`src/rtl/flippable_stack_defines.svh`:
```
// Assertion macros shared by the flippable stack RTL.
`ifndef FLIPPABLE_STACK_DEFINES_SVH
`define FLIPPABLE_STACK_DEFINES_SVH

`ifndef ASSERT_OFF

// Condition holds on every clock edge outside reset.
`define FSTK_ASSERT(lbl, clk, rst, expr, msg) \
   lbl: assert property (@(posedge clk) disable iff (rst) (expr)) else $error(msg);

// Antecedent implies consequent in the same cycle.
`define FSTK_ASSERT_IMP(lbl, clk, rst, ante, cons, msg) \
   lbl: assert property (@(posedge clk) disable iff (rst) (ante) |-> (cons)) else $error(msg);

// Antecedent implies consequent in the next cycle.
`define FSTK_ASSERT_NXT(lbl, clk, rst, ante, cons, msg) \
   lbl: assert property (@(posedge clk) disable iff (rst) (ante) |=> (cons)) else $error(msg);

`else

`define FSTK_ASSERT(lbl, clk, rst, expr, msg)
`define FSTK_ASSERT_IMP(lbl, clk, rst, ante, cons, msg)
`define FSTK_ASSERT_NXT(lbl, clk, rst, ante, cons, msg)

`endif

`endif

```
`src/rtl/fstk_pkg.sv`:
```
// Shared constants, codes and types of the flippable stack.
package fstk_pkg;

   localparam int DEPTH_DEFAULT      = 16;
   localparam int DATA_WIDTH_DEFAULT = 32;

   localparam int FUNC_W   = 2;
   localparam int VALUE_W  = 32;
   localparam int STATUS_W = 2;
   localparam int FILL_W   = 5;

   localparam logic [FUNC_W-1:0] FUNC_PUSH = 2'd0;
   localparam logic [FUNC_W-1:0] FUNC_POP  = 2'd1;
   localparam logic [FUNC_W-1:0] FUNC_FLIP = 2'd2;

   localparam logic [STATUS_W-1:0] STATUS_OK        = 2'd0;
   localparam logic [STATUS_W-1:0] STATUS_OVERFLOW  = 2'd1;
   localparam logic [STATUS_W-1:0] STATUS_UNDERFLOW = 2'd2;

   // controller to datapath commands
   typedef struct packed {
      logic capture;  // latch the accepted item
      logic exec;     // update pointers, write or read the store
      logic load;     // fill the result register
   } fstk_cmd_type;

endpackage

```
`src/rtl/fstk_if.sv`:
```
// Valid/ready channel interfaces for request and response items.
interface fstk_req_if;
   logic                               valid;
   logic                               ready;
   logic        [fstk_pkg::FUNC_W-1:0]  func;
   logic signed [fstk_pkg::VALUE_W-1:0] push_value;

   modport source (output valid, func, push_value, input ready);
   modport sink   (input valid, func, push_value, output ready);
endinterface

interface fstk_rsp_if;
   logic                                valid;
   logic                                ready;
   logic signed [fstk_pkg::VALUE_W-1:0]  pop_value;
   logic        [fstk_pkg::STATUS_W-1:0] status;
   logic        [fstk_pkg::FILL_W-1:0]   fill_count;
   logic                                is_empty;

   modport source (output valid, pop_value, status, fill_count, is_empty, input ready);
   modport sink   (input valid, pop_value, status, fill_count, is_empty, output ready);
endinterface

```
`src/rtl/fstk_ram.sv`:
```
// Generic single write port, single read port RAM with registered read.
module fstk_ram #(
   parameter int WIDTH = 32,
   parameter int DEPTH = 16
) (
   input  logic                     clock,
   input  logic                     wr_en,
   input  logic [$clog2(DEPTH)-1:0] wr_addr,
   input  logic [WIDTH-1:0]         wr_data,
   input  logic                     rd_en,
   input  logic [$clog2(DEPTH)-1:0] rd_addr,
   output logic [WIDTH-1:0]         rd_data
);

   logic [WIDTH-1:0] mem [DEPTH];
   logic [WIDTH-1:0] rd_data_ff;

   always_ff @(posedge clock) begin
      if (wr_en) begin
         mem[wr_addr] <= wr_data;
      end
      if (rd_en) begin
         rd_data_ff <= mem[rd_addr];
      end
   end

   assign rd_data = rd_data_ff;

endmodule

```
`src/rtl/fstk_ctrl.sv`:
```
// Sequencing state machine of the flippable stack.
`include "flippable_stack_defines.svh"

module fstk_ctrl (
   input  logic                   clock,
   input  logic                   reset,
   input  logic                   req_valid,
   output logic                   req_ready,
   output logic                   rsp_valid,
   input  logic                   rsp_ready,
   output fstk_pkg::fstk_cmd_type cmd
);
   import fstk_pkg::*;

   localparam logic [1:0] ST_IDLE = 2'd0;
   localparam logic [1:0] ST_EXEC = 2'd1;
   localparam logic [1:0] ST_LOAD = 2'd2;

   logic [1:0] state_ff, state_in;
   logic       rsp_valid_ff, rsp_valid_in;
   logic       can_load;

   // result register is free, or drains this cycle
   assign can_load = !rsp_valid_ff || rsp_ready;

   always_comb begin
      state_in    = state_ff;
      cmd         = '0;
      req_ready   = 1'b0;
      unique case (state_ff)
         ST_IDLE: begin
            req_ready   = 1'b1;
            cmd.capture = req_valid;
            if (req_valid) begin
               state_in = ST_EXEC;
            end
         end
         ST_EXEC: begin
            cmd.exec = 1'b1;
            state_in = ST_LOAD;
         end
         ST_LOAD: begin
            if (can_load) begin
               cmd.load = 1'b1;
               state_in = ST_IDLE;
            end
         end
         default: begin
            state_in = ST_IDLE;
         end
      endcase
   end

   always_comb begin
      rsp_valid_in = rsp_valid_ff;
      if (cmd.load) begin
         rsp_valid_in = 1'b1;
      end else if (rsp_ready) begin
         rsp_valid_in = 1'b0;
      end
   end

   always_ff @(posedge clock) begin
      if (reset) begin
         state_ff     <= ST_IDLE;
         rsp_valid_ff <= 1'b0;
      end else begin
         state_ff     <= state_in;
         rsp_valid_ff <= rsp_valid_in;
      end
   end

   assign rsp_valid = rsp_valid_ff;

   `FSTK_ASSERT_NXT(a_accept_then_exec, clock, reset, req_valid && req_ready, cmd.exec,
                    "accepted item not executed next cycle")
   `FSTK_ASSERT_NXT(a_exec_then_load_state, clock, reset, cmd.exec, state_ff == ST_LOAD,
                    "exec not followed by load state")
   `FSTK_ASSERT_IMP(a_load_no_clobber, clock, reset, cmd.load, !rsp_valid_ff || rsp_ready,
                    "result register overwritten before taken")
   `FSTK_ASSERT_NXT(a_load_sets_valid, clock, reset, cmd.load, rsp_valid_ff,
                    "loaded result not presented")

endmodule

```
`src/rtl/fstk_dp.sv`:
```
// Datapath: pointers, count, direction, entry store and result register.
`include "flippable_stack_defines.svh"

module fstk_dp #(
   parameter int DEPTH      = fstk_pkg::DEPTH_DEFAULT,
   parameter int DATA_WIDTH = fstk_pkg::DATA_WIDTH_DEFAULT
) (
   input  logic                                clock,
   input  logic                                reset,
   input  fstk_pkg::fstk_cmd_type              cmd,
   input  logic        [fstk_pkg::FUNC_W-1:0]   req_func,
   input  logic signed [fstk_pkg::VALUE_W-1:0]  req_push_value,
   output logic signed [fstk_pkg::VALUE_W-1:0]  rsp_pop_value,
   output logic        [fstk_pkg::STATUS_W-1:0] rsp_status,
   output logic        [fstk_pkg::FILL_W-1:0]   rsp_fill_count,
   output logic                                rsp_is_empty
);
   import fstk_pkg::*;

   localparam int IDX_W = $clog2(DEPTH);
   localparam int CNT_W = $clog2(DEPTH + 1);
   localparam logic [IDX_W-1:0] LAST_IDX = IDX_W'(DEPTH - 1);
   localparam logic [CNT_W-1:0] FULL_CNT = CNT_W'(DEPTH);

   function automatic logic [IDX_W-1:0] idx_inc(input logic [IDX_W-1:0] i);
      return (i == LAST_IDX) ? '0 : i + 1'b1;
   endfunction

   function automatic logic [IDX_W-1:0] idx_dec(input logic [IDX_W-1:0] i);
      return (i == '0) ? LAST_IDX : i - 1'b1;
   endfunction

   logic        [FUNC_W-1:0]   func_ff;
   logic signed [VALUE_W-1:0]  value_ff;
   logic        [IDX_W-1:0]    top_ff, top_in;
   logic        [IDX_W-1:0]    bot_ff, bot_in;
   logic        [CNT_W-1:0]    count_ff, count_in;
   logic                       fwd_ff, fwd_in;
   logic        [STATUS_W-1:0] status_ff, status_in;

   logic                       ram_we, ram_re;
   logic        [IDX_W-1:0]    ram_waddr, ram_raddr;
   logic        [DATA_WIDTH-1:0] ram_wdata, ram_rdata;
   logic signed [63:0]         push_ext;
   logic signed [63:0]         pop_ext;

   logic signed [VALUE_W-1:0]  pop_value_ff;
   logic        [STATUS_W-1:0] rsp_status_ff;
   logic        [FILL_W-1:0]   fill_ff;
   logic                       empty_ff;

   // value is sign-extended, then kept in DATA_WIDTH bits
   assign push_ext  = 64'(value_ff);
   assign ram_wdata = push_ext[DATA_WIDTH-1:0];
   assign pop_ext   = 64'($signed(ram_rdata));

   always_comb begin
      top_in    = top_ff;
      bot_in    = bot_ff;
      count_in  = count_ff;
      fwd_in    = fwd_ff;
      status_in = status_ff;
      ram_we    = 1'b0;
      ram_re    = 1'b0;
      ram_waddr = top_ff;
      ram_raddr = bot_ff;
      if (cmd.exec) begin
         status_in = STATUS_OK;
         case (func_ff)
            FUNC_PUSH: begin
               if (count_ff >= FULL_CNT) begin
                  status_in = STATUS_OVERFLOW;
               end else begin
                  ram_we   = 1'b1;
                  count_in = count_ff + 1'b1;
                  if (fwd_ff) begin
                     ram_waddr = top_ff;
                     top_in    = idx_inc(top_ff);
                  end else begin
                     ram_waddr = idx_dec(bot_ff);
                     bot_in    = idx_dec(bot_ff);
                  end
               end
            end
            FUNC_POP: begin
               if (count_ff == '0) begin
                  status_in = STATUS_UNDERFLOW;
               end else begin
                  ram_re   = 1'b1;
                  count_in = count_ff - 1'b1;
                  if (fwd_ff) begin
                     ram_raddr = idx_dec(top_ff);
                     top_in    = idx_dec(top_ff);
                  end else begin
                     ram_raddr = bot_ff;
                     bot_in    = idx_inc(bot_ff);
                  end
               end
            end
            FUNC_FLIP: begin
               fwd_in = !fwd_ff;
            end
            default: begin
            end
         endcase
      end
   end

   always_ff @(posedge clock) begin
      if (reset) begin
         top_ff    <= '0;
         bot_ff    <= '0;
         count_ff  <= '0;
         fwd_ff    <= 1'b1;
         status_ff <= STATUS_OK;
      end else begin
         top_ff    <= top_in;
         bot_ff    <= bot_in;
         count_ff  <= count_in;
         fwd_ff    <= fwd_in;
         status_ff <= status_in;
      end
   end

   always_ff @(posedge clock) begin
      if (cmd.capture) begin
         func_ff  <= req_func;
         value_ff <= req_push_value;
      end
      if (cmd.load) begin
         rsp_status_ff <= status_ff;
         fill_ff       <= FILL_W'(count_ff);
         empty_ff      <= (count_ff == '0);
         if (status_ff == STATUS_UNDERFLOW) begin
            pop_value_ff <= '1;
         end else if (func_ff == FUNC_POP) begin
            pop_value_ff <= pop_ext[VALUE_W-1:0];
         end else begin
            pop_value_ff <= '0;
         end
      end
   end

   fstk_ram #(
      .WIDTH (DATA_WIDTH),
      .DEPTH (DEPTH)
   ) u_store (
      .clock   (clock),
      .wr_en   (ram_we),
      .wr_addr (ram_waddr),
      .wr_data (ram_wdata),
      .rd_en   (ram_re),
      .rd_addr (ram_raddr),
      .rd_data (ram_rdata)
   );

   assign rsp_pop_value  = pop_value_ff;
   assign rsp_status     = rsp_status_ff;
   assign rsp_fill_count = fill_ff;
   assign rsp_is_empty   = empty_ff;

   `FSTK_ASSERT(a_count_bound, clock, reset, count_ff <= FULL_CNT,
                "entry count above depth")
   `FSTK_ASSERT_IMP(a_empty_ptrs_meet, clock, reset, count_ff == '0, top_ff == bot_ff,
                    "empty stack with split indices")
   `FSTK_ASSERT_IMP(a_one_ram_access, clock, reset, ram_we || ram_re,
                    cmd.exec && !(ram_we && ram_re),
                    "store accessed outside exec or twice")

endmodule

```
`src/rtl/flippable_stack.sv`:
```
// Top level of the flippable stack: controller, datapath and channel hookup.
//
// Bounded stack of DEPTH entries of DATA_WIDTH bits in a circular store, with a
// direction bit that a flip toggles; push and pop act at the top end, or at the
// bottom end once flipped. Each item yields one result item. The item is
// captured at its accepting edge. In the exec state the indices are updated and
// the store is accessed; in the load state the registered store read reaches the
// result register, once that register is free or drains. A new item is accepted
// in the cycle after its predecessor's result is loaded, so items are handled
// one at a time; the result register lets the next item start while a result
// waits. Entries of the store are undefined until pushed; no clearing pass
// runs after reset.
module flippable_stack #(
   parameter int DEPTH      = fstk_pkg::DEPTH_DEFAULT,
   parameter int DATA_WIDTH = fstk_pkg::DATA_WIDTH_DEFAULT
) (
   input  logic       clock,
   input  logic       reset,
   fstk_req_if.sink   req_ch,
   fstk_rsp_if.source rsp_ch
);
   import fstk_pkg::*;

   fstk_cmd_type cmd;

   fstk_ctrl u_ctrl (
      .clock     (clock),
      .reset     (reset),
      .req_valid (req_ch.valid),
      .req_ready (req_ch.ready),
      .rsp_valid (rsp_ch.valid),
      .rsp_ready (rsp_ch.ready),
      .cmd       (cmd)
   );

   fstk_dp #(
      .DEPTH      (DEPTH),
      .DATA_WIDTH (DATA_WIDTH)
   ) u_dp (
      .clock          (clock),
      .reset          (reset),
      .cmd            (cmd),
      .req_func       (req_ch.func),
      .req_push_value (req_ch.push_value),
      .rsp_pop_value  (rsp_ch.pop_value),
      .rsp_status     (rsp_ch.status),
      .rsp_fill_count (rsp_ch.fill_count),
      .rsp_is_empty   (rsp_ch.is_empty)
   );

endmodule
```
`src/flat_wrapper.sv`:
```
// flat-port wrapper written by rule: the top's interface ports become plain ports
module flippable_stack_flat import fstk_pkg::*;
#(
   parameter int DEPTH      = fstk_pkg::DEPTH_DEFAULT,
   parameter int DATA_WIDTH = fstk_pkg::DATA_WIDTH_DEFAULT
)
  (clock, reset, req_ch_valid, req_ch_func, req_ch_push_value, req_ch_ready, rsp_ch_valid, rsp_ch_pop_value, rsp_ch_status, rsp_ch_fill_count, rsp_ch_is_empty, rsp_ch_ready);
  fstk_req_if req_ch_i ();
  fstk_rsp_if rsp_ch_i ();
  input  logic clock;
  input  logic reset;
  input wire logic [$bits(req_ch_i.valid)-1:0] req_ch_valid;
  input wire logic [$bits(req_ch_i.func)-1:0] req_ch_func;
  input wire logic [$bits(req_ch_i.push_value)-1:0] req_ch_push_value;
  output wire logic [$bits(req_ch_i.ready)-1:0] req_ch_ready;
  output wire logic [$bits(rsp_ch_i.valid)-1:0] rsp_ch_valid;
  output wire logic [$bits(rsp_ch_i.pop_value)-1:0] rsp_ch_pop_value;
  output wire logic [$bits(rsp_ch_i.status)-1:0] rsp_ch_status;
  output wire logic [$bits(rsp_ch_i.fill_count)-1:0] rsp_ch_fill_count;
  output wire logic [$bits(rsp_ch_i.is_empty)-1:0] rsp_ch_is_empty;
  input wire logic [$bits(rsp_ch_i.ready)-1:0] rsp_ch_ready;
  assign req_ch_i.valid = req_ch_valid;
  assign req_ch_i.func = req_ch_func;
  assign req_ch_i.push_value = req_ch_push_value;
  assign req_ch_ready = req_ch_i.ready;
  assign rsp_ch_valid = rsp_ch_i.valid;
  assign rsp_ch_pop_value = rsp_ch_i.pop_value;
  assign rsp_ch_status = rsp_ch_i.status;
  assign rsp_ch_fill_count = rsp_ch_i.fill_count;
  assign rsp_ch_is_empty = rsp_ch_i.is_empty;
  assign rsp_ch_i.ready = rsp_ch_ready;
  flippable_stack #(.DEPTH(DEPTH), .DATA_WIDTH(DATA_WIDTH)) u_core (.clock(clock), .reset(reset), .req_ch(req_ch_i), .rsp_ch(rsp_ch_i));
endmodule
```
`config.mk`:
```
export PLATFORM = sky130hd
export DESIGN_NAME = flippable_stack_flat
export DESIGN_NICKNAME = d
export VERILOG_FILES = /design/src/rtl/fstk_pkg.sv /design/src/rtl/fstk_if.sv /design/src/rtl/fstk_ram.sv /design/src/rtl/fstk_ctrl.sv /design/src/rtl/fstk_dp.sv /design/src/rtl/flippable_stack.sv /design/src/flat_wrapper.sv
export VERILOG_INCLUDE_DIRS = /design/src /design/src/rtl
export SDC_FILE = /design/constraint.sdc
export NUM_CORES = 1
export LEC_CHECK = 0
export BUFFER_PORTS_ARGS = -buffer_cell sky130_fd_sc_hd__buf_4
export CAP_MARGIN = 20
export CORE_MARGIN = 1.5
export CORE_UTILIZATION = 40
export CTS_BUF_LIST = sky130_fd_sc_hd__clkbuf_4 sky130_fd_sc_hd__clkbuf_8 sky130_fd_sc_hd__clkbuf_16
export DETAILED_ROUTE_END_ITERATION = 12
export HOLD_SLACK_MARGIN = 0.12
export PLACE_DENSITY_LB_ADDON = 0.15
export SKIP_CTS_REPAIR_TIMING = 1
export SLEW_MARGIN = 20
export SYNTH_ARGS = -nofsm -noshare
export SYNTH_HDL_FRONTEND = slang
export SYNTH_SLANG_ARGS = --single-unit
```
`constraint.sdc`:
```
create_clock -name clock -period 9.1 [get_ports clock]
set_clock_uncertainty 0.05 [all_clocks]
set_input_delay 1.365 -clock clock [delete_from_list [all_inputs] [get_ports clock]]
set_output_delay 1.365 -clock clock [all_outputs]
set_load 0.02 [all_outputs]
```
### After elaboration in Yosys (flattened, before gate mapping)

Memory sizes are Yosys's and may differ from the RTL's. A register that Yosys moved wholly into a read port is not among the register bits.
Index checks and enable logic that the tools add are counted.

* word-level logic and storage cells: 98
* memory bits (writable): 512
* flip-flop bits (word level): 93
* output and inout bits: 42
* memories: 1
* input port bits: 38

* equality and inequality tests: 15
* reductions and logical operators: 15
* mux-type cells: 47
* add/sub/neg operators: 6
* $lt $le $gt $ge: 1

Memories
* u_core.u_dp.u_store.mem: depth 16, bits a word 32, read ports 1, clocked after memory_dff 1, write ports 1, RTL line fstk_ram.sv:15 `logic [WIDTH-1:0] mem [DEPTH];`

Operators with widths (number)
* 4-bit 2-to-1 mux: 20
* 32-bit 2-to-1 mux: 1
* 1-bit 2-to-1 mux: 16
* 2-bit inequality test (second input constant): 8
* 4-bit case mux with 2 select lines: 2
* 6-bit AND reduction: 2
* 5-bit 2-to-1 mux: 2
* 5-bit case mux with 2 select lines: 1
* 4-bit by 1-bit adder with 4-bit output (second input constant): 2
* 4-bit equality test (second input constant): 2
* 4-bit zero test: 2
* 4-bit by 1-bit subtractor with 4-bit output (second input constant): 2
* 2-bit equality test (second input constant): 3
* 2-bit 2-to-1 mux: 3
* 2-bit case mux with 3 select lines: 1
* 5-bit by 1-bit adder with 5-bit output (second input constant): 1
* 5-bit greater-or-equal comparator (second input constant): 1
* 5-bit zero test: 1
* 5-bit by 1-bit subtractor with 5-bit output (second input constant): 1
* 2-bit by 1-bit equality test with 1-bit output (second input constant): 2
* 2-bit zero test: 2
* 2-bit case mux with 2 select lines: 1
* 2-bit AND reduction: 2
* 4-bit AND reduction: 1
* other kinds (3): 5

### Longest topological paths before layout

* depth after elaboration: 6
* mapped depth: 12
* depth with buffers taken out: 9

### By module

Synthesis repeated with hierarchy kept, for this count alone.

* cell total of the unflattened synthesis: 1127
* area, all modules: 24014.3 µm²

Modules (own cells, without submodules)
* fstk_ram: cells an instance 838, seq. area each 16335.7 µm², instances 1, area an instance 20155.6 µm²
* fstk_dp: cells an instance 275, seq. area each 2542.4 µm², instances 1, area an instance 3712.3 µm²
* fstk_ctrl: cells an instance 14, seq. area each 60.1 µm², instances 1, area an instance 146.4 µm²

### Least setup slack after synthesis

No wires, ideal clock.

* kind: flip-flop to flip-flop
* start: register u_core.u_dp.count_ff[4]
* end: register u_core.u_dp.u_store.rd_data_ff[0] (netlist: u_core.u_dp.u_store.rd_data[0]), read port of u_core.u_dp.u_store.mem, data pin
* library setup time: 0.180 ns
* slack: 4.738 ns
* period minus slack after synthesis: 4.362 ns
* cell stages (with the launch flop): 8
* required time: 8.870 ns
* data arrival time: 4.132 ns
* path buffers: 1
* path through: dfxtp_1 -> nor4_2 -> and2_1 -> nor3_1 -> a21oi_1 -> clkbuf_1 -> a32o_1 -> a221oi_1

* longest elaborated chain between the ends: 4
* elaborated cells on any way between the ends: 7
* classes of those cells: 6 x mux; 1 x reduce/logical

RTL lines
* start: declaration: RTL line fstk_dp.sv:37 `logic [CNT_W-1:0] count_ff, count_in;`
* start signal: assignment: RTL line fstk_dp.sv:119 `count_ff <= count_in;`
* 5-bit zero test: RTL line fstk_dp.sv:86 `if (count_ff == '0) begin`
* 1-bit 2-to-1 mux: RTL line fstk_dp.sv:86
* 1-bit 2-to-1 mux: RTL line fstk_dp.sv:69 `case (func_ff)`
* 1-bit 2-to-1 mux: RTL line fstk_dp.sv:67 `if (cmd.exec) begin`
* named net u_core.u_dp.ram_re: RTL line fstk_dp.sv:41 `logic ram_we, ram_re;`
* end: declaration: RTL line fstk_ram.sv:16 `logic [WIDTH-1:0] rd_data_ff;`

The timed path passes the listed nets, and every way through them passes these cells.
A chain may end at the register's enable or synchronous reset.

### Final worst setup path

* start: register u_core.u_dp.fwd_ff
* end: register u_core.u_dp.u_store.rd_data_ff[0] (netlist: u_core.u_dp.u_store.rd_data[0]), read port of u_core.u_dp.u_store.mem, data pin

* longest elaborated chain between the ends: 4

RTL lines
* start: declaration: RTL line fstk_dp.sv:38 `logic fwd_ff, fwd_in;`
* start signal: assignment: RTL line fstk_dp.sv:120 `fwd_ff <= fwd_in;`
* 4-bit 2-to-1 mux: RTL line fstk_dp.sv:91 `if (fwd_ff) begin`
* 4-bit 2-to-1 mux: RTL line fstk_dp.sv:86
* 4-bit 2-to-1 mux: RTL line fstk_dp.sv:69
* 4-bit 2-to-1 mux: RTL line fstk_dp.sv:67

No other way between the ends.

==> metrics.yaml <==
logic_synthesis:
  synth_area_mm2: 0.02833
  synth_cell_types: 47
  synth_warnings: 0
  yosysTopAreaCell: "edfxtp_1"
  yosys.area.top_type_share_pct: 65.50
  synthTopCellsByCount: "edfxtp_1, mux4_2, nand2_1"
  postSynthAreaPerCell_um2: 18.68
  syn_nets: 1563
  ys_async_sr_fraction_pct: 0
  synth_seq_cells: 637
  seq_area_frac_synth_pct: 66.84
  netlist_instances: 1517
  synthTopCellsByArea: "edfxtp_1, mux4_2, nand2_1"
  yosys_most_used_dff: "edfxtp_1"
  synth-edff-count: 618
  yosysMostFrequentCell: "edfxtp_1"
setup_path:
  cp.required_ns: 9.43
  crit_family: "compound AO/OA/AOI/OAI gates"
  path_cells: "inv_1, a2111o_1, mux2_8, buf_4, nand2_1, a32o_1, a221oi_1"
  worstSetupPathType: "flop to flop"
  path_buf_inv: 2
  crit_fanout: 75
  reg2reg_from: "u_core.u_dp.fwd_ff$_SDFFE_PP1P_"
  critPathMaxStageDelay_ns: 0.76
  cp.depth: 7
  rr_worst_depth: 7
  slowest_stage: "buf_4"
  r2r-end: "u_core.u_dp.u_store.rd_data[0]$_DFFE_PP_"
  r2r_slack_ns: 5.09
  critical_path.endpoint: "u_core.u_dp.u_store.rd_data[0]$_DFFE_PP_"
  start_kind: "flop"
  worst_setup_path_end_kind: "flop"
  crit_start: "u_core.u_dp.fwd_ff$_SDFFE_PP1P_"
  arrival_ns: 4.34
route:
  wl_um: 71490
  routed_via_density: 5.842
  drt_iter0_drc: 1383
  ant_nets: 0
  first_pass_iters: 5
  post_drt_wl_per_cell_um: 27.60
  vias: 15130
  drc: 0
grt:
  grt_antenna_before_repair: 1
  grt_first_pass_wirelength_um: 106100
  grt_usage_pct: 19.98
  gr-total-overflow: 0
  grt_max_degree: 89
  first_global_vias: 15620
power_and_ir_drop:
  p_leak_nw: 10.13
  ir_drop_v: 0.0001239
  power.density_mw_per_mm2: 196.9
cts:
  clkLatencyLatePin_ns: 0.60
  cts_root_buffer: "clkbuf_16"
  cts_tree: "done"
  clk_pin_slew_ns: 0.06
  cts.path.max_buffers: 3
  cts_sinks: 637
  cts_buffers: 72
  h-tree-depth: 3
placed_design:
  post-place-ws_ns: 5.062
  dpl-instance-area_mm2: 0.03008
  gp_congestion: 0.7415
  dp.cells: 2459
  io_buffer_count: 79
  dp_hpwl_um: 37440
die:
  die-width_um: 269.1
  fp-row-count: 97
  die_h_um: 269.1
  io_pins: 80
  core_mm2: 0.07003
  start_util_pct: 40.46
  dieArea_mm2: 0.07244
sta:
  timing.final.ws_setup_ns: 5.087
  finalHoldViolations: 0
  worst_pin_slew_ns: 1.018
  final.min_clock_period_ns: 4.013
  fmax_ghz: 0.2492
  min_period_over_period_pct: 44.09
  rsz0062_at_grt: "no"
  drv_slew: 0
  setup_viol: 0
  relSlewSlack_pct: 32.13
  tns_ns: 0
hold_path:
  hp-class: "flop to flop"
cells_and_area:
  finalInstanceArea_mm2: 0.03250
  fin_cells: 2590
  synthToLayoutAreaGrowth_pct: 14.72
  drive_gt1_share_pct: 31.88
  n_antenna_cell: 0
  finalNetCount: 1640
status:
  outcome: "finished, final reports clean"
run:
  max-cap-violations: 0
## worst register-to-register path: cells and delay by family, from the launching register on
family,cells,cell delay (ns)
compound gates,3,1.16
flops,1,0.69
simple gates,1,0.16
mux,1,0.75
buf+inv,2,0.98
## cells in the final DEF (no fill, tap or decap), types with 3 or more instances in the layout
| master | count |
|---|---|
| nand3_1 | 47 |
| nor2b_4 | 3 |
| clkbuf_16 | 77 |
| a211oi_1 | 4 |
| bufinv_16 | 7 |
| nor2_1 | 21 |
| buf_4 | 113 |
| dfxtp_1 | 17 |
| a221oi_1 | 11 |
| a21oi_1 | 16 |
| a21oi_4 | 3 |
| a21o_1 | 35 |
| inv_6 | 3 |
| nand2_1 | 162 |
| clkbuf_4 | 11 |
| nor3_1 | 3 |
| nor2_4 | 17 |
| mux2i_1 | 56 |
| mux4_2 | 256 |
| nand2b_1 | 5 |
| xnor2_1 | 6 |
| a32o_1 | 11 |
| o21ai_0 | 11 |
| inv_1 | 12 |
| clkinv_2 | 17 |
| a311oi_1 | 3 |
| clkinv_1 | 13 |
| xor2_1 | 3 |
| nor2b_1 | 6 |
| a32oi_1 | 21 |
| edfxtp_1 | 618 |
| ha_1 | 6 |
| and3_1 | 23 |
## kinds of logic (layout without fill, tap and decap cells)
group / after synthesis / after routing / share of synthesized area (%)
DFF: 637 / 637 / 66.84
muxes: 316 / 316 / 22.50
and+or+nand+nor: 298 / 298 / 4.646
AOI/OAI and AO/OA: 125 / 125 / 3.334
buffers and inverters: 124 / 257 / 2.027
xor gates and xnor gates: 9 / 9 / 0.2782
adders and majority gates: 8 / 8 / 0.3798
## stage by stage
| step | power, mW | hold WS (ns) | utilization [%] |
|---|---|---|---|
| after floorplan | 3.453 | 0.3728 | - |
| final | 6.401 | 0.4192 | 46.42 |
| after global routing | 6.604 | 0.4382 | 46.42 |
| after detailed placement | 3.534 | 0.4055 | 42.96 |
| after global placement | 3.530 | 0.4078 | 42.96 |
| after CTS | 6.475 | 0.4203 | 46.39 |
## metal layers
layer	track usage (%)	share of wire, %
met1	28.12	44
met2	32.29	48
met3	3.455	5.5
met4	5.233	1.8
met5	0	0
## flip-flops by register name, summed over array words and instances, names as in the netlist
| signal | cells |
|---|---|
| u_core.u_ctrl.rsp_valid | 1 |
| u_core.u_dp.func_ff | 2 |
| u_core.u_dp.u_store.rd_data | 32 |
| u_core.u_dp.count_ff | 5 |
| u_core.u_dp.rsp_pop_value | 32 |
| u_core.u_dp.rsp_is_empty | 1 |
| u_core.u_dp.u_store.mem | 512 |
| u_core.u_dp.rsp_status | 2 |
| u_core.u_dp.ram_wdata | 32 |
| u_core.u_dp.top_ff | 4 |
| u_core.u_dp.bot_ff | 4 |
| u_core.u_dp.fwd_ff | 1 |
| u_core.u_ctrl.state_ff | 2 |
| u_core.u_dp.status_ff | 2 |
| u_core.u_dp.rsp_fill_count | 5 |
## how the worst min path moves through the flow
stage / start / endpoint / slack, ns / cells past startpoint
after floorplan: u_core.u_dp.status_ff[1]$_SDFFE_PP0P_ / u_core.u_dp.rsp_status[1]$_DFFE_PP_ / 0.37 / 0
after global placement: u_core.u_dp.status_ff[1]$_SDFFE_PP0P_ / u_core.u_dp.rsp_status[1]$_DFFE_PP_ / 0.41 / 0
after detailed placement: u_core.u_dp.status_ff[1]$_SDFFE_PP0P_ / u_core.u_dp.rsp_status[1]$_DFFE_PP_ / 0.41 / 0
after CTS: u_core.u_dp.status_ff[1]$_SDFFE_PP0P_ / u_core.u_dp.rsp_status[1]$_DFFE_PP_ / 0.42 / 0
after global routing: u_core.u_dp.status_ff[1]$_SDFFE_PP0P_ / u_core.u_dp.rsp_status[1]$_DFFE_PP_ / 0.44 / 0
final: u_core.u_dp.status_ff[1]$_SDFFE_PP0P_ / u_core.u_dp.rsp_status[1]$_DFFE_PP_ / 0.42 / 0
## report_power, final
part	switching [mW]	internal, mW
clock network	1.16	1.78
registers	0.0463	3.25
logic	0.0968	0.0802
total	1.30	5.10
## layout make-up
cell class              count  area, um2
clock inverters            41      377.9
clock buffers              89       2023
multi-input cells         756       9047
repair buffers            115      888.4
flip-flops and latches    637      18950
fillers                  5853      37520
inverters                  12      45.04
well taps                 940       1176
Power figures use the tool's default switching activity.
